<file path="config.mk">
export PLATFORM = sky130hd
export DESIGN_NAME = conv_window_index_generator_top
export DESIGN_NICKNAME = d
export VERILOG_FILES = /design/src/hw/rtl/cwig_pkg.sv /design/src/hw/rtl/cwig_cfg_regs.sv /design/src/hw/rtl/cwig_ctrl.sv /design/src/hw/rtl/cwig_datapath.sv /design/src/hw/rtl/conv_window_index_generator_top.sv
export SDC_FILE = /design/constraint.sdc
export NUM_CORES = 1
export LEC_CHECK = 0
export BUFFER_PORTS_ARGS = -buffer_cell sky130_fd_sc_hd__buf_2
export CELL_PAD_IN_SITES_DETAIL_PLACEMENT = 0
export CELL_PAD_IN_SITES_GLOBAL_PLACEMENT = 2
export CORE_MARGIN = 3
export CORE_UTILIZATION = 40
export DETAILED_ROUTE_END_ITERATION = 8
export GPL_TIMING_DRIVEN = 0
export PLACE_DENSITY = 0.8
export SYNTH_ARGS = -nofsm -noshare
export SYNTH_HDL_FRONTEND = slang
export SYNTH_SLANG_ARGS = --single-unit
</file>
<file path="constraint.sdc">
create_clock -name clk -period 14.2 [get_ports clk]
set_input_delay 0.71 -clock clk [delete_from_list [all_inputs] [get_ports clk]]
set_output_delay 0.71 -clock clk [all_outputs]
set_load 0.1 [all_outputs]
</file>
<file path="src/hw/rtl/cwig_pkg.sv">
// Shared types and constants of the convolution window index generator.
`timescale 1ns / 1ps

package cwig_pkg;

    // Fixed field widths
    localparam int PIX_W       = 16;
    localparam int STATUS_W    = 2;
    localparam int CFG_DATA_W  = 9;
    localparam int CFG_INDEX_W = 2;
    localparam int KERNEL_W    = 3;
    localparam int HALF_W      = 2;
    localparam int DIV_CNT_W   = $clog2(PIX_W);

    // Configuration register indexes
    localparam logic [CFG_INDEX_W-1:0] CFG_IMAGE_WIDTH = 2'd0;
    localparam logic [CFG_INDEX_W-1:0] CFG_KERNEL_SIZE = 2'd1;
    localparam logic [CFG_INDEX_W-1:0] CFG_SKIP_BORDER = 2'd2;

    // Reset values of the configuration registers
    localparam logic [CFG_DATA_W-1:0] RST_IMAGE_WIDTH = 9'd7;
    localparam logic [KERNEL_W-1:0]   RST_KERNEL_SIZE = 3'd3;

    // Result status codes
    localparam logic [STATUS_W-1:0] STATUS_PIXEL   = 2'd0;
    localparam logic [STATUS_W-1:0] STATUS_BORDER  = 2'd1;
    localparam logic [STATUS_W-1:0] STATUS_OUTSIDE = 2'd2;

    // Controller states
    typedef enum logic [2:0] {
        ST_IDLE,
        ST_DIVIDE,
        ST_CHECK,
        ST_SETUP,
        ST_EMIT,
        ST_FLAG
    } state_t;

    // Controller to datapath
    typedef struct packed {
        logic start;
        logic div_step;
        logic check;
        logic setup;
        logic emit_pix;
        logic emit_flag;
    } cmd_t;

    // Datapath to controller
    typedef struct packed {
        logic div_last;
        logic flagged;
        logic slot_free;
        logic last_pix;
    } stat_t;

endpackage

</file>
<file path="src/hw/rtl/cwig_cfg_regs.sv">
// Configuration registers with clamping of width and kernel to their usable ranges.
`timescale 1ns / 1ps

module cwig_cfg_regs #(
    parameter int MAX_WIDTH  = 256,
    parameter int MAX_KERNEL = 7
) (
    input  logic                             clk,
    input  logic                             rst_n,
    input  logic                             cfg_we,
    input  logic [cwig_pkg::CFG_INDEX_W-1:0] cfg_index,
    input  logic [cwig_pkg::CFG_DATA_W-1:0]  cfg_data,
    output logic [$clog2(MAX_WIDTH+1)-1:0]   eff_width,
    output logic [cwig_pkg::HALF_W-1:0]      eff_half,
    output logic                             skip_border
);
    import cwig_pkg::*;

    localparam int WW = $clog2(MAX_WIDTH + 1);

    logic [CFG_DATA_W-1:0] width_reg;
    logic [CFG_DATA_W-1:0] width_next;
    logic [KERNEL_W-1:0]   kernel_reg;
    logic [KERNEL_W-1:0]   kernel_next;
    logic                  skip_reg;
    logic                  skip_next;
    logic [KERNEL_W-1:0]   kernel_clamped;

    // Decode register writes
    always_comb
    begin
        width_next  = width_reg;
        kernel_next = kernel_reg;
        skip_next   = skip_reg;
        if (cfg_we)
        begin
            unique case (cfg_index)
                CFG_IMAGE_WIDTH: width_next  = cfg_data;
                CFG_KERNEL_SIZE: kernel_next = cfg_data[KERNEL_W-1:0];
                CFG_SKIP_BORDER: skip_next   = cfg_data[0];
                default:         ;
            endcase
        end
    end

    always_ff @(posedge clk or negedge rst_n)
    begin
        if (!rst_n)
        begin
            width_reg  <= RST_IMAGE_WIDTH;
            kernel_reg <= RST_KERNEL_SIZE;
            skip_reg   <= 1'b0;
        end
        else
        begin
            width_reg  <= width_next;
            kernel_reg <= kernel_next;
            skip_reg   <= skip_next;
        end
    end

    // Clamp width: zero acts as one, anything above the maximum as the maximum
    always_comb
    begin
        if (width_reg == '0)
            eff_width = WW'(1);
        else if (width_reg > CFG_DATA_W'(MAX_WIDTH))
            eff_width = WW'(MAX_WIDTH);
        else
            eff_width = WW'(width_reg);
    end

    // Clamp kernel and halve it
    assign kernel_clamped = (kernel_reg > KERNEL_W'(MAX_KERNEL)) ? KERNEL_W'(MAX_KERNEL)
                                                                 : kernel_reg;
    assign eff_half    = HALF_W'(kernel_clamped >> 1);
    assign skip_border = skip_reg;

endmodule

</file>
<file path="src/hw/rtl/cwig_ctrl.sv">
// Controller state machine: sequences divide, bound check, setup and result emission.
`timescale 1ns / 1ps

module cwig_ctrl (
    input  logic           clk,
    input  logic           rst_n,
    input  logic           in_valid,
    output logic           in_stall,
    input  cwig_pkg::stat_t stat,
    output cwig_pkg::cmd_t  cmd
);
    import cwig_pkg::*;

    state_t state_reg;
    state_t state_next;

    // Next state
    always_comb
    begin
        state_next = state_reg;
        unique case (state_reg)
            ST_IDLE:
            begin
                if (in_valid)
                    state_next = ST_DIVIDE;
            end
            ST_DIVIDE:
            begin
                if (stat.div_last)
                    state_next = ST_CHECK;
            end
            ST_CHECK:
            begin
                state_next = ST_SETUP;
            end
            ST_SETUP:
            begin
                state_next = stat.flagged ? ST_FLAG : ST_EMIT;
            end
            ST_EMIT:
            begin
                if (stat.slot_free && stat.last_pix)
                    state_next = ST_IDLE;
            end
            ST_FLAG:
            begin
                if (stat.slot_free)
                    state_next = ST_IDLE;
            end
            default:
            begin
                state_next = ST_IDLE;
            end
        endcase
    end

    always_ff @(posedge clk or negedge rst_n)
    begin
        if (!rst_n)
            state_reg <= ST_IDLE;
        else
            state_reg <= state_next;
    end

    // Commands to the datapath
    always_comb
    begin
        cmd      = '0;
        in_stall = 1'b1;
        unique case (state_reg)
            ST_IDLE:
            begin
                in_stall  = 1'b0;
                cmd.start = in_valid;
            end
            ST_DIVIDE: cmd.div_step  = 1'b1;
            ST_CHECK:  cmd.check     = 1'b1;
            ST_SETUP:  cmd.setup     = 1'b1;
            ST_EMIT:   cmd.emit_pix  = stat.slot_free;
            ST_FLAG:   cmd.emit_flag = stat.slot_free;
            default:   ;
        endcase
    end

endmodule

</file>
<file path="src/hw/rtl/cwig_datapath.sv">
// Datapath: restoring divider, window bounds, row and column walk, output register.
`timescale 1ns / 1ps

module cwig_datapath #(
    parameter int MAX_WIDTH = 256
) (
    input  logic                           clk,
    input  logic                           rst_n,
    input  cwig_pkg::cmd_t                 cmd,
    output cwig_pkg::stat_t                stat,
    input  logic [$clog2(MAX_WIDTH+1)-1:0] eff_width,
    input  logic [cwig_pkg::HALF_W-1:0]    eff_half,
    input  logic                           skip_border,
    input  logic [cwig_pkg::PIX_W-1:0]     pivot_index,
    output logic                           out_valid,
    input  logic                           out_stall,
    output logic [cwig_pkg::PIX_W-1:0]     pixel_index,
    output logic [cwig_pkg::STATUS_W-1:0]  status,
    output logic                           is_last
);
    import cwig_pkg::*;

    localparam int RW = $clog2(MAX_WIDTH);
    localparam int TW = RW + 1;
    localparam int SW = RW + 2;

    // Divider
    logic [PIX_W-1:0]     dividend_reg;
    logic [RW-1:0]        rem_reg;
    logic [DIV_CNT_W-1:0] cnt_reg;
    logic [TW-1:0]        trial;
    logic                 trial_ge;

    // Window bounds and flags
    logic [RW-1:0] top_reg;
    logic [RW-1:0] bottom_reg;
    logic [RW-1:0] left_reg;
    logic [RW-1:0] right_reg;
    logic          outside_reg;
    logic          border_reg;

    // Window walk
    logic [RW-1:0]    r_reg;
    logic [RW-1:0]    c_reg;
    logic [PIX_W-1:0] row_base_reg;

    // Output register
    logic                out_valid_reg;
    logic                out_valid_next;
    logic [PIX_W-1:0]    pix_reg;
    logic [STATUS_W-1:0] status_reg;
    logic                last_reg;

    // Bound computation
    logic [RW-1:0] row;
    logic [RW-1:0] col;
    logic [SW-1:0] half_x;
    logic [SW-1:0] wmax;
    logic [SW-1:0] row_hi;
    logic [SW-1:0] col_hi;
    logic          outside;
    logic          last_pix;

    // One restoring division step
    assign trial    = {rem_reg, dividend_reg[PIX_W-1]};
    assign trial_ge = trial >= TW'(eff_width);

    // Quotient at least the width means the pivot lies beyond the image
    assign outside = dividend_reg >= PIX_W'(eff_width);
    assign row     = dividend_reg[RW-1:0];
    assign col     = rem_reg;
    assign half_x  = SW'(eff_half);
    assign wmax    = SW'(eff_width) - SW'(1);
    assign row_hi  = SW'(row) + half_x;
    assign col_hi  = SW'(col) + half_x;

    assign last_pix = (r_reg == bottom_reg) && (c_reg == right_reg);

    // Divide step counter
    always_ff @(posedge clk or negedge rst_n)
    begin
        if (!rst_n)
            cnt_reg <= '0;
        else if (cmd.start)
            cnt_reg <= '0;
        else if (cmd.div_step)
            cnt_reg <= cnt_reg + DIV_CNT_W'(1);
    end

    // Shift the quotient in, keep the remainder below the width
    always_ff @(posedge clk)
    begin
        if (cmd.start)
        begin
            dividend_reg <= pivot_index;
            rem_reg      <= '0;
        end
        else if (cmd.div_step)
        begin
            dividend_reg <= {dividend_reg[PIX_W-2:0], trial_ge};
            rem_reg      <= trial_ge ? RW'(trial - TW'(eff_width)) : RW'(trial);
        end
    end

    // Clip the window to the image and note border pivots
    always_ff @(posedge clk)
    begin
        if (cmd.check)
        begin
            outside_reg <= outside;
            border_reg  <= (SW'(row) < half_x) || (SW'(col) < half_x)
                           || (row_hi > wmax) || (col_hi > wmax);
            top_reg     <= (SW'(row) >= half_x) ? RW'(SW'(row) - half_x) : '0;
            left_reg    <= (SW'(col) >= half_x) ? RW'(SW'(col) - half_x) : '0;
            bottom_reg  <= (row_hi > wmax) ? RW'(wmax) : RW'(row_hi);
            right_reg   <= (col_hi > wmax) ? RW'(wmax) : RW'(col_hi);
        end
    end

    // Load the first row and walk the window row by row
    always_ff @(posedge clk)
    begin
        if (cmd.setup)
        begin
            r_reg        <= top_reg;
            c_reg        <= left_reg;
            row_base_reg <= PIX_W'(PIX_W'(top_reg) * PIX_W'(eff_width));
        end
        else if (cmd.emit_pix)
        begin
            if (c_reg == right_reg)
            begin
                c_reg        <= left_reg;
                r_reg        <= r_reg + RW'(1);
                row_base_reg <= row_base_reg + PIX_W'(eff_width);
            end
            else
            begin
                c_reg <= c_reg + RW'(1);
            end
        end
    end

    // Hold a result until it is taken
    always_comb
    begin
        if (cmd.emit_pix || cmd.emit_flag)
            out_valid_next = 1'b1;
        else if (!out_stall)
            out_valid_next = 1'b0;
        else
            out_valid_next = out_valid_reg;
    end

    always_ff @(posedge clk or negedge rst_n)
    begin
        if (!rst_n)
            out_valid_reg <= 1'b0;
        else
            out_valid_reg <= out_valid_next;
    end

    always_ff @(posedge clk)
    begin
        if (cmd.emit_pix)
        begin
            pix_reg    <= row_base_reg + PIX_W'(c_reg);
            status_reg <= STATUS_PIXEL;
            last_reg   <= last_pix;
        end
        else if (cmd.emit_flag)
        begin
            pix_reg    <= '0;
            status_reg <= outside_reg ? STATUS_OUTSIDE : STATUS_BORDER;
            last_reg   <= 1'b1;
        end
    end

    // Status to the controller
    assign stat.div_last  = cmd.div_step && (cnt_reg == DIV_CNT_W'(PIX_W - 1));
    assign stat.flagged   = outside_reg || (skip_border && border_reg);
    assign stat.slot_free = !out_valid_reg || !out_stall;
    assign stat.last_pix  = last_pix;

    assign out_valid   = out_valid_reg;
    assign pixel_index = pix_reg;
    assign status      = status_reg;
    assign is_last     = last_reg;

endmodule

</file>
<file path="src/hw/rtl/conv_window_index_generator_top.sv">
// Top level of the convolution window index generator.
`timescale 1ns / 1ps

// Takes one pivot pixel index of a square row-major image, splits it into row
// and column with a 16-step restoring divider (one quotient bit per cycle), clips
// a window of kernel_size / 2 pixels to each side to the image and returns the
// flat index of every window pixel, row by row, with is_last on the final one.
// A pivot beyond the image returns one result with status 2; with skip_border
// set, a pivot within half a kernel of an edge returns one result with status 1.
// Timing: the pivot request is taken in the idle state, then the divide, bound
// check and setup (row base multiply) states follow in that order; the first
// result is then loaded and the rest at one per cycle while the output is not
// stalled, for a window of at most 49 pixels. The next pivot is taken in the
// cycle after the last result is loaded into the output register; that result
// may still be waiting to be taken. Configuration writes take effect in the
// cycle after the write.
module conv_window_index_generator_top #(
    parameter int MAX_WIDTH  = 256,
    parameter int MAX_KERNEL = 7
) (
    input  logic                             clk,
    input  logic                             rst_n,
    input  logic                             cfg_we,
    input  logic [cwig_pkg::CFG_INDEX_W-1:0] cfg_index,
    input  logic [cwig_pkg::CFG_DATA_W-1:0]  cfg_data,
    input  logic                             in_valid,
    output logic                             in_stall,
    input  logic [cwig_pkg::PIX_W-1:0]       pivot_index,
    output logic                             out_valid,
    input  logic                             out_stall,
    output logic [cwig_pkg::PIX_W-1:0]       pixel_index,
    output logic [cwig_pkg::STATUS_W-1:0]    status,
    output logic                             is_last
);
    import cwig_pkg::*;

    localparam int WW = $clog2(MAX_WIDTH + 1);

    logic [WW-1:0]     eff_width;
    logic [HALF_W-1:0] eff_half;
    logic              skip_border;
    cmd_t              cmd;
    stat_t             stat;

    cwig_cfg_regs #(
        .MAX_WIDTH  (MAX_WIDTH),
        .MAX_KERNEL (MAX_KERNEL)
    ) u_cfg (
        .clk         (clk),
        .rst_n       (rst_n),
        .cfg_we      (cfg_we),
        .cfg_index   (cfg_index),
        .cfg_data    (cfg_data),
        .eff_width   (eff_width),
        .eff_half    (eff_half),
        .skip_border (skip_border)
    );

    cwig_ctrl u_ctrl (
        .clk      (clk),
        .rst_n    (rst_n),
        .in_valid (in_valid),
        .in_stall (in_stall),
        .stat     (stat),
        .cmd      (cmd)
    );

    cwig_datapath #(
        .MAX_WIDTH (MAX_WIDTH)
    ) u_dp (
        .clk         (clk),
        .rst_n       (rst_n),
        .cmd         (cmd),
        .stat        (stat),
        .eff_width   (eff_width),
        .eff_half    (eff_half),
        .skip_border (skip_border),
        .pivot_index (pivot_index),
        .out_valid   (out_valid),
        .out_stall   (out_stall),
        .pixel_index (pixel_index),
        .status      (status),
        .is_last     (is_last)
    );

endmodule
</file>
## Word-level counts from Yosys, hierarchy flattened

Cells that the tools add are included.

- Register bits after elaboration: 130
- Input bits: 32
- Word-level logic and storage cells: 120

- Reduce and logical (&&, ||, !) cells: 24
- Multipliers: 1
- Magnitude comparators: 10
- Multiplexer cells: 39
- Equal/unequal tests: 15
- Add/sub/neg operators: 11

Operator list:

| cell | number |
|---|---|
| 16-bit 2-to-1 mux | 7 |
| 8-bit 2-to-1 mux | 9 |
| 10-bit greater-than comparator | 2 |
| 8-bit by 2-bit adder with 9-bit output | 2 |
| 9-bit 2-to-1 mux | 2 |
| 3-bit case mux with 6 select lines | 1 |
| 16-bit by 8-bit adder with 16-bit output | 1 |
| 16-bit by 9-bit adder with 16-bit output | 1 |
| 8-bit by 1-bit adder with 8-bit output, second input constant | 2 |
| 8-bit equality test | 2 |
| 16-bit by 9-bit greater-or-equal comparator with 1-bit output | 1 |
| 8-bit by 2-bit greater-or-equal comparator with 1-bit output | 2 |
| 8-bit by 2-bit < comparator with 1-bit output | 2 |
| 8-bit by 9-bit multiplier with 16-bit output | 1 |
| 8-bit by 2-bit subtractor with 8-bit output | 2 |
| 3-bit 2-to-1 mux | 5 |
| 1-bit 2-to-1 mux | 12 |
| 9-bit by 1-bit subtractor with 10-bit output, second input constant | 1 |
| 9-bit greater-or-equal comparator | 1 |
| 9-bit greater-than comparator, second input constant | 1 |
| 9-bit zero test | 1 |
| 4-bit 2-to-1 mux | 2 |
| 2-bit AND reduction | 4 |
| 2-bit nonzero test | 4 |
| other kinds (18) | 32 |

## Depth between registers and ports, before layout

- Depth after elaboration: 7
- Mapped depth: 21
- Mapped depth without buffers: 20

## Modules after synthesis

A second synthesis with hierarchy kept.

- Cells, all modules: 1078
- Area, all modules: 10819.1 sq um

Modules (own cells, without submodules):

| module | area each (sq um) | sequential area each (sq um) | cells an instance | times used |
|---|---|---|---|---|
| cwig_datapath | 10020.9 | 3298.2 | 1011 | 1 |
| cwig_cfg_regs | 580.6 | 305.3 | 43 | 1 |
| cwig_ctrl | 217.7 | 75.1 | 24 | 1 |

## Worst setup path after synthesis

OpenSTA, ideal clock, no wires.

- Kind: reg-to-reg
- From: register u_cfg.width_reg[3]
- To: register u_dp.row_base_reg[14], data pin
- Cell stages (with the launch flop): 21
- Library setup time: 0.272 ns
- Clock period less this slack: 5.260 ns
- Path buffers: 1
- Path slack: 8.940 ns
- Data required time: 13.928 ns
- Arrival time: 4.988 ns
- Cell sequence: dfrtp_1 > or4_1 > nor2_2 > a21oi_1 > nor2_1 > buf_4 > nand2_1 > fa_1 > fa_1 > inv_1 > fa_1 > inv_1 > fa_1 > inv_1 > ha_1 > nor3_1 > o21bai_1 > a21oi_1 > nor4_1 > xnor2_1 > mux2i_1

- Longest elaborated chain between the ends: 7
- Elaborated cells on any way between the ends: 9

RTL lines:

| element | line | RTL |
|---|---|---|
| from (decl) | cwig_cfg_regs.sv:21 | `logic [CFG_DATA_W-1:0] width_reg;` |
| from (signal assigned) | cwig_cfg_regs.sv:56 | `width_reg <= width_next;` |
| 9-bit greater-than comparator | cwig_cfg_regs.sv:67 | `else if (width_reg > CFG_DATA_W'(MAX_WIDTH))` |
| 9-bit 2-to-1 mux | cwig_cfg_regs.sv:67 |  |
| 9-bit 2-to-1 mux * | cwig_cfg_regs.sv:65 | `if (width_reg == '0)` |
| branches (longest 3 deep; another with 8-bit by 9-bit multiplier with 16-bit output) | -- |  |
| 16-bit 2-to-1 mux * | cwig_datapath.sv:123 | `if (cmd.setup)` |
| to (signal assigned) | cwig_datapath.sv:127 | `row_base_reg <= PIX_W'(PIX_W'(top_reg) * PIX_W'(eff_width));` |
| to (signal assigned) | cwig_datapath.sv:135 | `row_base_reg <= row_base_reg + PIX_W'(eff_width);` |
| to (decl) | cwig_datapath.sv:45 | `logic [PIX_W-1:0] row_base_reg;` |

Every way passes the cells marked *. The select of a mux whose other input is x is not followed.
A chain may end at the register's enable or synchronous reset.

## Worst setup path after layout

Ends and elaborated chain as after synthesis.

==> results_dict.tcl <==
set metrics [dict create \
    status "complete, no violations" \
    ios 53 \
    drt_iter0_drc 435 \
    synthFlopType "edfxtp_1" \
    route.detailed.drc 0 \
    grt_overflow_total 0 \
    wl_per_cell_microns 17.08 \
    avgSynthCellArea_sq_um 9.895 \
    critPathArrivalTime_ps 6360 \
    syn-instance-count 1078 \
    vias_per_cell 5.131 \
    power.density_nw_per_um2 192.7 \
    synthesis.area_sq_um 10670 \
    grt_usage 0.1852 \
    start_util 0.4082 \
    hold_class "primary input to asynchronous set/reset pin" \
    vias 7686 \
    hold_slack_ps 266.1 \
    place_congestion 0.8787 \
    dieArea_sq_um 28660 \
    synth.largest_area_cell "edfxtp_1" \
    utilization 0.4578 \
    ys_warn_count 0 \
    dp_hpwl_mm 19.74 \
    ant_nets 0 \
    synth-seq-area-share 0.3449 \
    synth_area_leaders "edfxtp_1, ha_1, fa_1" \
    hold_violations 0 \
    rr_endpoint "u_dp.row_base_reg[14]" \
    synth_commonest_cells "ha_1, edfxtp_1, inv_1" \
    endpoint_kind "flop" \
    io_buffers 52 \
    htreeDepth 4 \
    synth_top_area_frac 0.2787 \
    fin_crit_sh 0.4384 \
    peakVddDrop_v 0.0001356 \
    setup_viol 0 \
    ys_ff_latch 129 \
    startpoint_type "flop" \
    finalClockSkew_ps 13.72 \
    period_minus_slack_ps 6225 \
    cts_tree "done" \
    routed_wl_mm 25.59 \
    p_leak_nw 5.066 \
    clkTransAtPathRegs_ps 60 \
    cts_made_buffers 17 \
    slew_viol_final 0 \
    root_buffer "clkbuf_16" \
    finalNetCount 1330 \
    first_pass_iters 4 \
    antenna_found_initial 0 \
    synth_nets 1258 \
    async_reset_ff_frac 0.1550 \
    postCtsHoldBufs 0 \
    grt_pass1_wl_mm 41.70 \
    ctsLongestPathBuffers 2 \
    grt_max_degree 35 \
    area_delta_synth_final_pct 12.16 \
    clk_latency_ps 430 \
    r2r_start "u_cfg.width_reg[3]" \
    drive_gt1_frac 0.1247 \
    antenna_cells 0 \
    rsz0062_at_grt "no" \
    fin_area_sq_um 11960 \
    met3_wirelength_microns 685 \
    yosysMostFrequentCell "ha_1" \
    r2r_slack_ps 7970 \
    rows 59 \
    maxCapViolations 0 \
    slew_headroom 0.3125 \
    post_cts_resize_count 0 \
    ys_types 64 \
    setup-tns-final_ps 0 \
    cts_sinks 129 \
    core_area_sq_um 26130 \
    drt-met1-wl_mm 11.67 \
    synth-edff-count 99 \
    critical_path_required_ps 14340 \
    postCtsSetupBuffers 0 \
    crit_type "flop to flop" \
    worst_slew_pin_slew_ps 1027 \
    fmax_ghz 0.1606 \
    wl_met2_mm 12.76 \
    r2r_cells 20 \
    top_layer "met4" \
    placedInstanceArea_sq_um 11370 \
    cp_max_fo 12 \
    die_x_microns 169.3 \
    grt_pass1_vias 7753 \
    die_h_microns 169.3 \
]
[power by group]
group,switching (W),internal [W],leakage (nW),total (W)
sequential,0.0000677,0.000526,1.24,0.000594
combinational,0.000752,0.000514,3.54,0.00127
clock,0.000178,0.000268,0.290,0.000445
[kinds of logic (layout without fill, tap and decap cells)]
kind of cell             count (synthesis)  in the layout  share of synthesized area
multiplexers                            53             53                    0.05302
adder cells (fa/ha/maj)                148            148                     0.2074
XOR/XNOR                                97             97                    0.07965
flip-flops                             129            129                     0.3449
AO/OA/AOI/OAI                          164            164                    0.09783
AND/OR/NAND/NOR                        355            355                     0.1684
buffers and inverters                  132            217                    0.04880
[per-stage QoR]
| step | power, W | cells | setup slack [ps] |
|---|---|---|---|
| after floorplan | 0.001562 | 1078 | 8940 |
| after global placement | 0.001868 | 1465 | 7984 |
| after detailed placement | 0.001875 | 1466 | 7997 |
| after CTS | 0.002333 | 1498 | 7971 |
| after global routing | 0.002517 | 1498 | 7594 |
| final | 0.002306 | 1498 | 7975 |
[layout make-up]
class / count / area, sq um
flip-flops and latches: 129 / 3679
inverters: 97 / 364.1
clock buffers: 22 / 496.7
plain buffers: 35 / 156.4
repair buffers: 53 / 275.3
clock inverters: 10 / 95.09
multi-input cells: 817 / 6479
well taps: 335 / 419.2
fillers: 2570 / 14170
[how the worst max path moves through the flow]
stage          depth (start not counted)                    end  slack, ps          startpoint
3_5_place_dp                          20  u_dp.row_base_reg[14]       8000  u_cfg.width_reg[3]
6_report                              20  u_dp.row_base_reg[14]       7970  u_cfg.width_reg[3]
3_3_place_gp                          20  u_dp.row_base_reg[14]       7980  u_cfg.width_reg[3]
5_1_grt                               20  u_dp.row_base_reg[14]       7590  u_cfg.width_reg[3]
4_1_cts                               20  u_dp.row_base_reg[14]       7970  u_cfg.width_reg[3]
2_1_floorplan                         20  u_dp.row_base_reg[14]       8940  u_cfg.width_reg[3]
[cells in the final DEF, fill, tap and decap left out, drive strengths merged, types with 48 or more instances in the layout]
| cell type | count |
|---|---|
| buf | 63 |
| nand2 | 92 |
| o21ai | 61 |
| edfxtp | 99 |
| ha | 100 |
| inv | 102 |
| fa | 48 |
| nor2 | 75 |
| xor2 | 54 |
| and2 | 62 |
[worst max-delay path: stages (launching register included)]
cell      delay, ps
dfrtp_1         430
or4_1           580
nor2_2          180
a21oi_1         130
nor2_1          250
buf_4           270
nand2_1         100
fa_1            540
fa_1            550
inv_1            60
fa_1            530
inv_1            60
fa_1            520
inv_1            40
ha_1            380
nor3_1           90
o21bai_1        330
a21oi_1         120
nor4_1          390
xnor2_1         260
mux2i_1         130
[routing by layer]
metal  vias up  global-route usage
li1       3887                   -
met3        29             0.02772
met5         -                   0
met1      3655              0.2355
met2       115              0.3280
met4         0             0.05370
(Power assumes the default switching activity.)
